File: config.mk
export PLATFORM = sky130hd
export DESIGN_NAME = osf_mul
export DESIGN_NICKNAME = d
export VERILOG_FILES = /design/src/rtl/core/osf_mul.sv
export SDC_FILE = /design/constraint.sdc
export NUM_CORES = 1
export LEC_CHECK = 0
export BUFFER_PORTS_ARGS = -buffer_cell sky130_fd_sc_hd__buf_4
export CAP_MARGIN = 10
export CORE_AREA = 3 3 89 91
export DETAILED_ROUTE_END_ITERATION = 12
export DIE_AREA = 0 0 92 94
export PLACE_DENSITY = 0.59
export SLEW_MARGIN = 20
export SYNTH_ARGS = -nofsm -noshare
export SYNTH_HDL_FRONTEND = slang
export SYNTH_SLANG_ARGS = --single-unit
export TNS_END_PERCENT = 100
File: constraint.sdc
create_clock -name clk -period 10.75 [get_ports clk]
set_input_delay 0.5375 -clock clk [delete_from_list [all_inputs] [get_ports clk]]
set_output_delay 0.5375 -clock clk [all_outputs]
set_load 0.05 [all_outputs]
File: src/rtl/core/osf_mul.sv
// Pipelined multiplier: one digit of the second operand per stage.
module osf_mul #(
  parameter int WA = 8,
  parameter int WB = 8,
  parameter int NS = 1,
  parameter int WS = 1
) (
  input  logic             clk,
  input  logic             rst_n,
  input  logic             in_valid,
  input  logic [WA-1:0]    in_a,
  input  logic [WB-1:0]    in_b,
  input  logic [WS-1:0]    in_side,
  output logic             out_valid,
  output logic [WA+WB-1:0] out_prod,
  output logic [WS-1:0]    out_side
);

  localparam int DW  = (WB + NS - 1) / NS;
  localparam int WBP = DW * NS;
  localparam int WP  = WA + WB;
  localparam int WPP = WA + DW;

  logic            v_r   [NS];
  logic [WA-1:0]   a_r   [NS];
  logic [WBP-1:0]  b_r   [NS];
  logic [WP-1:0]   acc_r [NS];
  logic [WS-1:0]   s_r   [NS];

  for (genvar k = 0; k < NS; k++) begin : g_stage
    logic           v_in;
    logic [WA-1:0]  a_in;
    logic [WBP-1:0] b_in;
    logic [WP-1:0]  acc_in;
    logic [WS-1:0]  s_in;
    logic [WPP-1:0] pp;
    logic [WP-1:0]  acc_nxt;

    if (k == 0) begin : g_first
      assign v_in   = in_valid;
      assign a_in   = in_a;
      assign b_in   = WBP'(in_b);
      assign acc_in = '0;
      assign s_in   = in_side;
    end else begin : g_next
      assign v_in   = v_r[k-1];
      assign a_in   = a_r[k-1];
      assign b_in   = b_r[k-1];
      assign acc_in = acc_r[k-1];
      assign s_in   = s_r[k-1];
    end

    assign pp      = WPP'(a_in) * WPP'(b_in[k*DW +: DW]);
    assign acc_nxt = acc_in + (WP'(pp) << (k * DW));

    always_ff @(posedge clk) begin
      if (!rst_n) begin
        v_r[k] <= 1'b0;
      end else begin
        v_r[k] <= v_in;
      end
      a_r[k]   <= a_in;
      b_r[k]   <= b_in;
      acc_r[k] <= acc_nxt;
      s_r[k]   <= s_in;
    end
  end

  assign out_valid = v_r[NS-1];
  assign out_prod  = acc_r[NS-1];
  assign out_side  = s_r[NS-1];

endmodule

==> metrics.txt <==
FF+latch count, synth 18; syn_nets 354; initial detailed-routing violation count 41; RSZ-0062 raised after global routing no; critical-path maximum fanout 8; ratio of cells with drive above 1 in the final layout 0.152; Final Max Slew Viols 0; die area 0.00865 sq mm; Core Region 0.00721 sq mm; slew margin rel. 0.717; Synth cell types 29; Net Switching 286 uW; placed insts 398; total clock buffers created by CTS 3; Yosys warnings 0; end-of-flow core utilization 0.406; Sw Ratio 0.485; min Tclk post-route 4180 ps; peak supply drop 70.7 uV; Die H 94 um; Vias per Instance 4.56; fraction of power consumed by the clock network 0.095; Worst Hold Class primary input to register; HPWL after detailed placement 4.04 mm; Sink Count 18; Critical Path Start in_b[4]; DR WL/cell 11.8 um; Worst-Margin Slew 419 ps; crit path kind primary input to register; Cell Int Power 303 uW; Hold Buf Count CTS 0; Die X-Extent 92 um; final worst slack 6570 ps; final-report hold violation count 0; most frequent cells in the layout inv_1 (49), and2_1 (48), buf_4 (37), fa_1 (36), ha_1 (36); row count 31; status complete, no violations; vias 1835; register share of total power 0.173; # port buffers 37; Critical Path RT 10930 ps; DRT Pass-1 Iters 4; CTS Buffer Depth 2; vias in the first global route 1829; Critical path destination acc_r[0][11]$_DFF_P_; RD Place Congestion 0.796; final cell count without fillers 402; pwr dens 201 mW/mm^2; Ant. Diodes 0; remaining global-route overflow 0; post_cts resized 0; area grow syn2layout 18.5%; Hold Worst Slack 379 ps; setup TNS 0 ps; pre-CTS WS 6310 ps; Initial Util 0.343; Syn Area/Cell 9.44 sq um; clock root cell clkbuf_8; most common cell after layout, fill and taps aside inv_1; cells after synthesis 262; buffer count from post-CTS setup fixing 0; first-pass GRT wire length 8.34 mm; clock slew at reported path FFs 80 ps; CP Launch Type primary input; Mapped Area 0.00247 sq mm; CTS tree done; setup violators final 0; leakage power total 0.00153 uW; fin crit share 0.389; Ports 38; Achievable Freq 0.239 GHz; max_cap viols 0; largest net degree at the start of global routing 11; top post-synthesis cells by area fa_1 (29%), ha_1 (18%), dfxtp_1 (15%); DRC 0; worst path arrival time 4370 ps; sequential area share after synthesis 0.146; Synth area leader fa_1; H-tree depth 1; Yosys top cell area share 0.291; crit end category register; nets@finish 396; share of power burned in combinational logic 0.732; gr usage total 0.119; antenna-violating nets left 0; Detailed Route WL 4.75 mm; initial antenna violation count 0
-- how the worst min path moves through the flow --
stage / from / endpoint / slack [ps] / cells after the start
floorplan: in_side / s_r[0]$_DFF_P_ / 570 / 0
global placement: in_side / s_r[0]$_DFF_P_ / 640 / 1
detailed placement: in_side / s_r[0]$_DFF_P_ / 640 / 1
CTS: in_side / s_r[0]$_DFF_P_ / 370 / 1
global route: in_side / s_r[0]$_DFF_P_ / 370 / 1
finish: in_side / s_r[0]$_DFF_P_ / 380 / 1
-- final cells by class --
| cell class | count | area (sq um) |
|---|---|---|
| Timing Repair Buffer | 37 | 278 |
| Sequential cell | 18 | 360 |
| Multi-Input combinational cell | 195 | 1930 |
| Inverter | 49 | 184 |
| Clock buffer | 4 | 55.1 |
| Tap cell | 99 | 124 |
| Fill cell | 764 | 4280 |
-- cells by family after synthesis --
kind of cell    Yosys count  synth area share
compound gates           23            0.0693
simple gates             89             0.198
xor+xnor                 11            0.0389
flops                    18             0.146
fa+ha+maj                72             0.473
buf+inv                  49            0.0744
-- state kept, by name (all words and copies together), names as in the netlist --
| register | cells |
|---|---|
| acc_r | 16 |
| s_r | 1 |
| v_r | 1 |
-- power groups by stage --
stage | Combinational (uW) | Sequential [uW] | Clock (uW)
global route | 486 | 105 | 62.1
global placement | 437 | 104 | 0
finish | 431 | 102 | 55.8
CTS | 440 | 103 | 59.3
floorplan | 250 | 191 | 0
detailed placement | 437 | 105 | 0
-- critical path, cell delays in order --
cell	delay [ps]
buf_4	140
and2_1	170
fa_1	530
inv_1	50
fa_1	470
inv_1	50
fa_1	520
inv_1	50
fa_1	530
inv_1	40
ha_1	340
and2_4	160
a221oi_2	290
nand2_1	130
a31oi_1	210
xnor2_1	130
-- Yosys cell counts, drive strengths merged --
cell,instances
nor4,1
o21ai,3
and3,3
fa,36
ha,36
xnor2,7
a21oi,5
nor2,6
inv,49
dfxtp,18
nand2,23
nor2b,2
xor2,4
nand3,1
a211oi,1
a221oi,1
a21o,1
and2,49
nor3,2
a31oi,1
nor3b,1
o211ai,2
a211o,3
o311ai,1
o22a,1
o21a,4
or4,1
-- metrics by stage --
stage / area, sq um / total power (uW)
floorplan: 2470 / 441
global placement: 2880 / 541
detailed placement: 2880 / 541
CTS: 2930 / 603
global route: 2930 / 653
finish: 2930 / 589
-- per-layer routing --
layer,global-route usage,vias to the layer above,part of all wire
met3,0.0192,2,0.035
met5,0,-,0
met4,0.0198,0,0.0057
met2,0.206,34,0.51
li1,-,903,-
met1,0.159,896,0.45
No activity file was read; power rests on OpenSTA's default activity.
