===== src/rtl/core/osf_seek.sv =====
// Pipelined restoring divider and scaled square root, one result bit per stage.
module osf_seek #(
  parameter int WN   = 8,
  parameter int WD   = 8,
  parameter int WQ   = 4,
  parameter int ROOT = 0,
  parameter int WS   = 1
) (
  input  logic          clk,
  input  logic          rst_n,
  input  logic          in_valid,
  input  logic [WN-1:0] in_num,
  input  logic [WD-1:0] in_den,
  input  logic [WS-1:0] in_side,
  output logic          out_valid,
  output logic [WQ-1:0] out_quo,
  output logic          out_sat,
  output logic [WS-1:0] out_side
);

  localparam int EXP = (ROOT != 0) ? 2 : 1;
  localparam int WT  = WD + EXP * WQ;
  localparam int W   = ((WN > WT) ? WN : WT) + 1;
  localparam int WX  = WQ + WD;

  logic          v_r    [WQ+1];
  logic [W-1:0]  rem_r  [WQ+1];
  logic [WX-1:0] td_r   [WQ+1];
  logic [WQ-1:0] quo_r  [WQ+1];
  logic [WD-1:0] den_r  [WQ+1];
  logic          sat_r  [WQ+1];
  logic [WS-1:0] side_r [WQ+1];

  always_ff @(posedge clk) begin
    if (!rst_n) begin
      v_r[0] <= 1'b0;
    end else begin
      v_r[0] <= in_valid;
    end
    rem_r[0]  <= W'(in_num);
    td_r[0]   <= '0;
    quo_r[0]  <= '0;
    den_r[0]  <= in_den;
    sat_r[0]  <= ((W'(in_den) << (EXP * WQ)) <= W'(in_num));
    side_r[0] <= in_side;
  end

  for (genvar k = 1; k <= WQ; k++) begin : g_step
    localparam int B = WQ - k;
    logic [W-1:0]  cand;
    logic          take;
    logic [W-1:0]  rem_nxt;
    logic [WX-1:0] td_nxt;
    logic [WQ-1:0] quo_nxt;

    always_comb begin
      if (ROOT != 0) begin
        cand = (W'(td_r[k-1]) << (B + 1)) + (W'(den_r[k-1]) << (2 * B));
      end else begin
        cand = W'(den_r[k-1]) << B;
      end
      take    = (rem_r[k-1] >= cand);
      rem_nxt = take ? (rem_r[k-1] - cand) : rem_r[k-1];
      td_nxt  = take ? (td_r[k-1] + (WX'(den_r[k-1]) << B)) : td_r[k-1];
      quo_nxt    = quo_r[k-1];
      quo_nxt[B] = take;
    end

    always_ff @(posedge clk) begin
      if (!rst_n) begin
        v_r[k] <= 1'b0;
      end else begin
        v_r[k] <= v_r[k-1];
      end
      rem_r[k]  <= rem_nxt;
      td_r[k]   <= td_nxt;
      quo_r[k]  <= quo_nxt;
      den_r[k]  <= den_r[k-1];
      sat_r[k]  <= sat_r[k-1];
      side_r[k] <= side_r[k-1];
    end
  end

  assign out_valid = v_r[WQ];
  assign out_quo   = sat_r[WQ] ? '1 : quo_r[WQ];
  assign out_sat   = sat_r[WQ];
  assign out_side  = side_r[WQ];

endmodule


===== config.mk =====
export PLATFORM = sky130hd
export DESIGN_NAME = osf_seek
export DESIGN_NICKNAME = d
export VERILOG_FILES = /design/src/rtl/core/osf_seek.sv
export SDC_FILE = /design/constraint.sdc
export NUM_CORES = 1
export LEC_CHECK = 0
export BUFFER_PORTS_ARGS = -buffer_cell sky130_fd_sc_hd__buf_2
export CAP_MARGIN = 20
export CORE_MARGIN = 8
export CORE_UTILIZATION = 45
export CTS_BUF_LIST = sky130_fd_sc_hd__clkbuf_4
export DETAILED_ROUTE_END_ITERATION = 8
export HOLD_SLACK_MARGIN = 0.12
export PLACE_DENSITY_LB_ADDON = 0.12
export SETUP_SLACK_MARGIN = 0.5
export SYNTH_ARGS = -nofsm -noshare
export SYNTH_HDL_FRONTEND = slang
export SYNTH_SLANG_ARGS = --single-unit

===== constraint.sdc =====
create_clock -name clk -period 4 [get_ports clk]
set_input_delay 0.6 -clock clk [delete_from_list [all_inputs] [get_ports clk]]
set_output_delay 0.6 -clock clk [all_outputs]
set_load 0.005 [all_outputs]

==> out/results.tsv <==
metric	value	unit
Core ar.	8720	µm²
Data required, critical path	4.34	ns
Warnings, synthesis	0	
first drt pass iteration count	4	
peak supply drop	211	µV
Max-Cap Viols	0	
most common cell after layout, fill and taps aside	dfxtp_1	
post-route ant nets	0	
syn_area_per_cell	11.3	µm²
register clock-pin slew on the reported worst setup and hold paths	0.16	ns
Worst EP arrival	2.91	ns
Port Buffers	26	
cell family with most CP delay	compound AO/OA/AOI/OAI gates	
Switch Pwr	643	µW
final slew viol count	0	
hold_buf cts	0	
main combinational cell family by area after synthesis	compound AO/OA/AOI/OAI gates	
vias in the first global route	2567	
Synth Instances	357	
Initial Util	46.2	%
critical path class	reg -> reg	
CP Max Fanout	10	
simple-gate share of the synthesized area	10.3	%
Worst Tran Pin Value	0.493	ns
adder-cell area share of the yosys netlist	11.7	%
die area	12200	µm²
Fin Setup TNS	0	ns
Hold Slack	0.252	ns
pwr dens	500	nW/µm²
CTS tree	yes	
commonest non-fill, non-tap cells in the layout	dfxtp_1, inv_1, ha_1	
initial antenna violation count	0	
Int Pwr	1560	µW
Worst path slowest cell	fa_1	
cts bufs inserted	9	
Die X	111	µm
HPWL after detailed placement	5450	µm
# Post-CTS Setup Buffers	0	
crit-path cells	inv_1 > ha_1 > inv_1 > fa_1 > a211o_1 > a21oi_2 > a22oi_2 > nand2b_1 > mux2_4	
DR WL/cell	13.2	µm
violation count after the first detailed-routing iteration	105	
Critical Path End Type	flop	
sinks on the clock net	104	
top_reg_cell synth	dfxtp_1	
P&R area growth vs syn	9.49	%
delay of the slowest critical-path stage	0.42	ns
final hold violation count	0	
share of cells above drive strength 1	18.1	%
Die Y-Extent	111	µm
#FFs+latches synth	104	
Place WS	1.47	ns
synthesized area	4030	µm²
skew final	0.0142	ns
Buf/Inv on CP	2	
worst rel slew slack	66.8	%
# diodes	0	
CP dominant cell by count	inv_1	
GP Congestion	0.841	
Compound-Gate Fraction of Synth Area	14.1	%
fraction of synthesized cell area in xor and xnor cells	2.39	%
Leak	0.00211	µW
clock share of power	22.1	%
ys async rst share	0	%
Netlist cell types	56	
Clock Latency Late Sink	0.43	ns
combinational group share of total power	22.8	%
post-synthesis sequential area ratio	51.6	%
DR vias/cell	4.94	
final-stage net count	449	
Remaining DRCs	0	
Post-synth EDFFs	0	
FMAX	389	MHz
switching part of the total	29.1	%
largest net degree at the start of global routing	20	
Flop pwr share	55.1	%
Final min period	2.57	ns
Resized Gates After CTS	0	
Row Count	34	
grt total ovfl	0	
I/O pin count	27	
first-pass GRT wire length	11500	µm
Hold Path Class	in -> reg	
crit start category	flop	
vias	2500	
run status	finished, final reports clean	
final WL	6690	µm
final setup vio count	0	
Mapped Nets	413	
RSZ-0062 raised after global routing	no	
final cycle utilization of the critical path	64.3	%
Global Route Usage Sum	11.3	%
Bufs on Longest Clock Path	2	
Final WS setup	1.43	ns
H-tree depth reported by CTS	3	
multiplexer share of the synthesized area	5.34	%
root buf cell	clkbuf_4	
layout make-up:
type,instances,area [µm²]
tap,108,135
multi-input combinational,207,1770
fill,810,4310
clock inverter,7,61.3
sequential,104,2080
inverter,45,169
clock buffer,9,67.6
timing repair buffer,26,130
metal layers:
| layer | track usage (%) | share of wire [%] | up-vias | wire length, µm |
|---|---|---|---|---|
| met1 | 13.0 | 47 | 1143 | 3120 |
| met3 | 2.87 | 2.7 | 4 | 182 |
| met2 | 19.5 | 50 | 36 | 3340 |
| met5 | 0 | 0 | - | 0 |
| met4 | 4.95 | 0.75 | 0 | 50 |
| li1 | - | - | 1317 | - |
flip-flops by register name, indices dropped and copies added, names as in the netlist:
| register | flops |
|---|---|
| rem_r | 47 |
| sat_r | 5 |
| quo_r | 10 |
| side_r | 5 |
| den_r | 32 |
| v_r | 5 |
synthesized netlist by cell type (all sizes together), types with 2 or more instances:
| cell | n | area, µm² |
|---|---|---|
| nand2 | 4 | 15.0 |
| nand3b | 2 | 15.0 |
| or3 | 3 | 28.8 |
| ha | 33 | 413 |
| mux2 | 14 | 195 |
| nor4 | 2 | 12.5 |
| a31oi | 2 | 18.8 |
| o21bai | 2 | 15.0 |
| and4b | 2 | 20.0 |
| a211oi | 5 | 37.5 |
| a21boi | 2 | 15.0 |
| and4 | 2 | 17.5 |
| nor2 | 17 | 66.3 |
| o21a | 7 | 52.6 |
| or2 | 4 | 25.0 |
| a21oi | 19 | 110 |
| nor3 | 10 | 50.1 |
| and2 | 6 | 37.5 |
| o31ai | 2 | 15.0 |
| xor2 | 5 | 43.8 |
| or4 | 5 | 37.5 |
| a211o | 3 | 26.3 |
| dfxtp | 104 | 2080 |
| and3 | 2 | 12.5 |
| fa | 3 | 60.1 |
| inv | 45 | 169 |
| o21ai | 11 | 55.1 |
| mux2i | 2 | 20.0 |
| nand2b | 3 | 18.8 |
| xnor2 | 6 | 52.6 |
| nor4b | 2 | 17.5 |
| nor2b | 4 | 25.0 |
| a21o | 9 | 67.6 |
| o221ai | 2 | 23.8 |
worst paths after layout:
kind                                    from           end  slack, ns  depth (start not counted)
worst max register to register  rem_r[0][27]  rem_r[0][44]       1.43                          9
worst min register to register  side_r[0][3]  side_r[0][4]       0.35                          0
worst min-delay path                 in_side  side_r[0][0]       0.25                          1
worst max-delay path            rem_r[0][27]  rem_r[0][44]       1.43                          9
worst reg2reg max path, stage by stage, from the launching register on:
cell,delay [ns]
dfxtp_1,0.35
inv_1,0.06
ha_1,0.15
inv_1,0.05
fa_1,0.42
a211o_1,0.34
a21oi_2,0.17
a22oi_2,0.14
nand2b_1,0.41
mux2_4,0.40
cell families after synthesis:
| kind of cell | count (synthesis) |
|---|---|
| mux | 16 |
| fa+ha+maj | 36 |
| simple gates | 70 |
| compound gates | 74 |
| flops | 104 |
| xor+xnor | 11 |
| buf+inv | 46 |
through the flow:
| stage | utilization, % | total power (µW) | instances | instance area, µm² |
|---|---|---|---|---|
| after floorplan | - | 1640 | 357 | 4030 |
| after global placement | 49.2 | 1740 | 490 | 4290 |
| after detailed placement | 49.2 | 1750 | 490 | 4290 |
| after CTS | 50.6 | 2240 | 506 | 4420 |
| after global routing | 50.6 | 2350 | 506 | 4420 |
| final | 50.6 | 2210 | 506 | 4420 |
power groups by stage:
stage | Combinational (µW) | Clock [µW] | Sequential (µW)
2_1_floorplan | 415 | 0 | 1220
3_3_place_gp | 498 | 0 | 1240
3_5_place_dp | 509 | 0 | 1240
4_1_cts | 510 | 511 | 1220
5_1_grt | 562 | 554 | 1230
6_report | 504 | 487 | 1220
No activity file was read; power rests on OpenSTA's default activity.
